File: src/hw/rtl/lsbse_pkg.sv
// lsbse_pkg: shared types, operation codes and register indexes
// for the lsb stego engine; no dependencies
`default_nettype none
package lsbse_pkg;

	localparam int MAX_PIXELS_DEF = 65536;
	localparam int LIM_W          = 25;

	localparam logic [2:0] FUNC_LOAD    = 3'd0;
	localparam logic [2:0] FUNC_RESTART = 3'd1;
	localparam logic [2:0] FUNC_EMBED   = 3'd2;
	localparam logic [2:0] FUNC_EXTRACT = 3'd3;
	localparam logic [2:0] FUNC_READ    = 3'd4;

	localparam logic [2:0] OP_LOAD    = 3'd0;
	localparam logic [2:0] OP_RESTART = 3'd1;
	localparam logic [2:0] OP_EMBED   = 3'd2;
	localparam logic [2:0] OP_EXTRACT = 3'd3;
	localparam logic [2:0] OP_READ    = 3'd4;
	localparam logic [2:0] OP_NONE    = 3'd5;

	localparam logic [2:0] REG_STEP     = 3'd0;
	localparam logic [2:0] REG_BPP      = 3'd1;
	localparam logic [2:0] REG_CHANNELS = 3'd2;
	localparam logic [2:0] REG_BPB      = 3'd3;
	localparam logic [2:0] REG_COUNT    = 3'd4;

	localparam logic [31:0] STEP_RST     = 32'h0001_0000;
	localparam logic [5:0]  BPP_RST      = 6'd3;
	localparam logic [2:0]  CHANNELS_RST = 3'd3;
	localparam logic [3:0]  BPB_RST      = 4'd8;
	localparam logic [16:0] COUNT_RST    = 17'h1_0000;

	typedef struct packed {
		logic [2:0]  op;
		logic [15:0] pixel_addr;
		logic [31:0] pixel_value;
		logic [7:0]  data_byte;
	} item_t;

	typedef struct packed {
		logic push;
		logic pop;
	} queue_ctl_t;

endpackage
`default_nettype wire

File: src/hw/rtl/lsbse_queue.sv
// lsbse_queue: two-entry request queue between intake and execution
// depends on lsbse_pkg
`default_nettype none
module lsbse_queue (
	input  wire logic                 clk,
	input  wire logic                 arst_n,
	input  wire lsbse_pkg::queue_ctl_t ctl,
	input  wire lsbse_pkg::item_t     wr_item,
	output lsbse_pkg::item_t          rd_item,
	output logic                      full,
	output logic                      empty
);

	lsbse_pkg::item_t slot_q [2];
	logic             wptr_q;
	logic             rptr_q;
	logic [1:0]       count_q;

	assign full    = (count_q == 2'd2);
	assign empty   = (count_q == 2'd0);
	assign rd_item = slot_q[rptr_q];

	always_ff @(posedge clk) begin
		if (ctl.push) begin
			slot_q[wptr_q] <= wr_item;
		end
	end

	always_ff @(posedge clk or negedge arst_n) begin
		if (!arst_n) begin
			wptr_q  <= 1'b0;
			rptr_q  <= 1'b0;
			count_q <= 2'd0;
		end else begin
			if (ctl.push) wptr_q <= !wptr_q;
			if (ctl.pop)  rptr_q <= !rptr_q;
			count_q <= count_q + {1'b0, ctl.push} - {1'b0, ctl.pop};
		end
	end

endmodule
`default_nettype wire

File: config.mk
export PLATFORM = sky130hd
export DESIGN_NAME = lsbse_queue
export DESIGN_NICKNAME = d
export VERILOG_FILES = /design/src/hw/rtl/lsbse_pkg.sv /design/src/hw/rtl/lsbse_queue.sv
export SDC_FILE = /design/constraint.sdc
export NUM_CORES = 1
export LEC_CHECK = 0
export ABC_AREA = 0
export BUFFER_PORTS_ARGS = -buffer_cell sky130_fd_sc_hd__buf_2
export CORE_ASPECT_RATIO = 0.75
export CORE_MARGIN = 2
export CORE_UTILIZATION = 50
export DETAILED_ROUTE_END_ITERATION = 10
export GPL_ROUTABILITY_DRIVEN = 1
export PLACE_DENSITY = 0.76
export SLEW_MARGIN = 0
export SYNTH_ARGS = -nofsm -noshare
export SYNTH_HDL_FRONTEND = slang
export SYNTH_SLANG_ARGS = --single-unit
export TNS_END_PERCENT = 100
File: constraint.sdc
create_clock -name clk -period 4.9 [get_ports clk]
set_clock_uncertainty 0.05 [all_clocks]
set_input_delay 0.245 -clock clk [delete_from_list [all_inputs] [get_ports clk]]
set_output_delay 0.245 -clock clk [all_outputs]
set_load 0.01 [all_outputs]
==> out/qor.yml <==
status: "finished, final reports clean"
maxSlewViolCount: 0
path_cells: "mux2_4 -> buf_2"
crit_path_start_kind: "flop"
dpl.hpwl_microns: 4850
power_density_nw_per_um2: 558
cp_slowest_stage_delay_ps: 1160
final_area_sq_um: 6580
ys_seq_area_share_pct: 76.6
die_area_sq_um: 10300
cts.clk_slew.worst_paths_ps: 50
syn_avg_cell_area_sq_um: 23.9
crit_start: "rptr_q$_DFFE_PN0P_"
critical_path_buf_inv_count: 1
max_slew_margin_pct: 25.2
fp.dieW_microns: 117
antenna_found_initial: 0
finalCoreUtilization_pct: 71.8
cap_violations: 0
vias_per_cell: 4.67
crit_required_ps: 4610
rsz0062_at_grt: "false"
gr-usage-all-layers_pct: 17.8
syn_inst: 199
critPathArrivalTime_ps: 2130
grt_pass1_vias: 2699
slowest_stage: "dfrtp_4"
clk_latency_ps: 400
setup_tns_ps: 0
ant_nets: 0
ir_drop_mv: 0.506
ys_warn_count: 0
final_hold_viol_count: 0
power_leakage_nw: 2.70
layout_commonest_cell: "buf_2"
min_period_over_period_pct: 49.5
clock_sinks: 122
drt-pass1-iter-count: 5
numCtsBuffers: 17
place_area_sq_um: 5430
vias: 2512
cts_buffer_depth: 2
r2r_start: "wptr_q$_DFFE_PN0P_"
cp-end-kind: "output pin"
period_minus_slack_ps: 2420
min-delay-start: "ctl[1]"
io_pins: 124
worst-path-max-fanout: 60
place_ws_ps: 2810
drtIter0Drc: 105
diodes: 0
netlist-cell-type-count: 12
hp-class: "in -> reg"
io_buffers: 123
setup_viol: 0
worst_pin_slew_ps: 1120
crit_family: "flip-flops"
gp_congestion: 0.720
ys_seq_elements: 122
grt_max_degree: 61
rows: 30
final.setup.worst_slack_ps: 2480
grt-ovfl-total: 0
area_growth_pct: 38.2
wl_microns: 8770
ctsResizeCount: 0
path_class: "reg -> out"
htree_levels: 4
fmax_mhz: 413
syn_nets: 264
die_h_microns: 88.5
core_sq_um: 9160
syn_area_sq_um: 4760
tritoncts: "built"
drc: 0
root_buffer: "clkbuf_16"
layout-drive-gt1-share_pct: 52.7
final_nets: 462
start_util_pct: 51.9
wl_per_cell_microns: 16.3
final_cell_mix: "123 x buf_2, 118 x edfxtp_1, 61 x dlygate4sd3_1"
grt_pass1_wl_microns: 13200
-- per-stage QoR --
stage                     power [mW]  std cells  hold slack (ps)
after floorplan                 2.31        199             -101
after global routing            3.84        538             39.7
final                           3.67        538             32.1
after global placement          2.53        445             3.29
after detailed placement        2.56        445             2.00
after CTS                       3.71        538             13.6
-- what timing repair did --
item	in CTS	in global routing
hold buffers	61	0
setup buffers	0	0
hold endpoints to repair	123	0
-- sequential cells by signal, summed over array words and instances (netlist names) --
| name | count |
|---|---|
| rptr_q | 1 |
| slot_q | 118 |
| wptr_q | 1 |
| count_q | 2 |
-- path summary, 6_finish.rpt --
kind	end	slack (ps)	depth (start not counted)
min in group asynchronous	count_q[0]$_DFF_PN0_	140	2
hold reg to reg	wptr_q$_DFFE_PN0P_	490	1
hold / removal	wptr_q$_DFFE_PN0P_	30	2
setup / recovery	rd_item[14]	2480	2
setup reg to reg	slot_q[0][30]$_DFFE_PP_	2840	2
max in group asynchronous	rptr_q$_DFFE_PN0P_	4520	2
-- metal layers --
metal	routed length [microns]	part of all wire (%)	vias up	global-route usage [%]
li1	-	-	1181	-
met3	529	6.0	8	6.23
met2	4400	50	90	30.5
met1	3780	43	1233	20.5
met4	61	0.70	0	7.81
met5	0	0	-	0
-- kinds of logic (layout without fill, tap and decap cells) --
logic type,after synthesis,after routing,share of synthesized area [%]
multiplexers,59,59,18.6
XOR/XNOR,3,3,0.868
adder cells (fa/ha/maj),2,2,0.526
flip-flops,122,122,76.6
buffers and inverters,9,220,2.92
AND/OR/NAND/NOR,4,4,0.473
-- synthesized netlist by cell type --
| cell | number | share of area, % |
|---|---|---|
| and2_1 | 1 | 0.13 |
| buf_12 | 6 | 2.5 |
| buf_6 | 1 | 0.24 |
| dfrtp_1 | 4 | 2.1 |
| edfxtp_1 | 118 | 74 |
| ha_1 | 2 | 0.53 |
| inv_1 | 2 | 0.16 |
| mux2_4 | 59 | 19 |
| nor2_1 | 1 | 0.079 |
| nor2b_1 | 2 | 0.26 |
| xor2_1 | 2 | 0.37 |
| xor3_1 | 1 | 0.50 |
-- layout make-up --
class	count	area [sq um]
sequential	122	3650
fill	598	2580
timing repair buffer	186	1240
multi-input combinational	68	983
clock buffer	18	429
tap	128	160
clock inverter	14	108
inverter	2	7.51
-- power by group --
part	switching, mW	internal [mW]	total [mW]
combinational	0.395	0.587	0.982
clock	0.422	0.686	1.11
sequential	0.190	1.39	1.58
No activity file was read; power rests on OpenSTA's default activity.
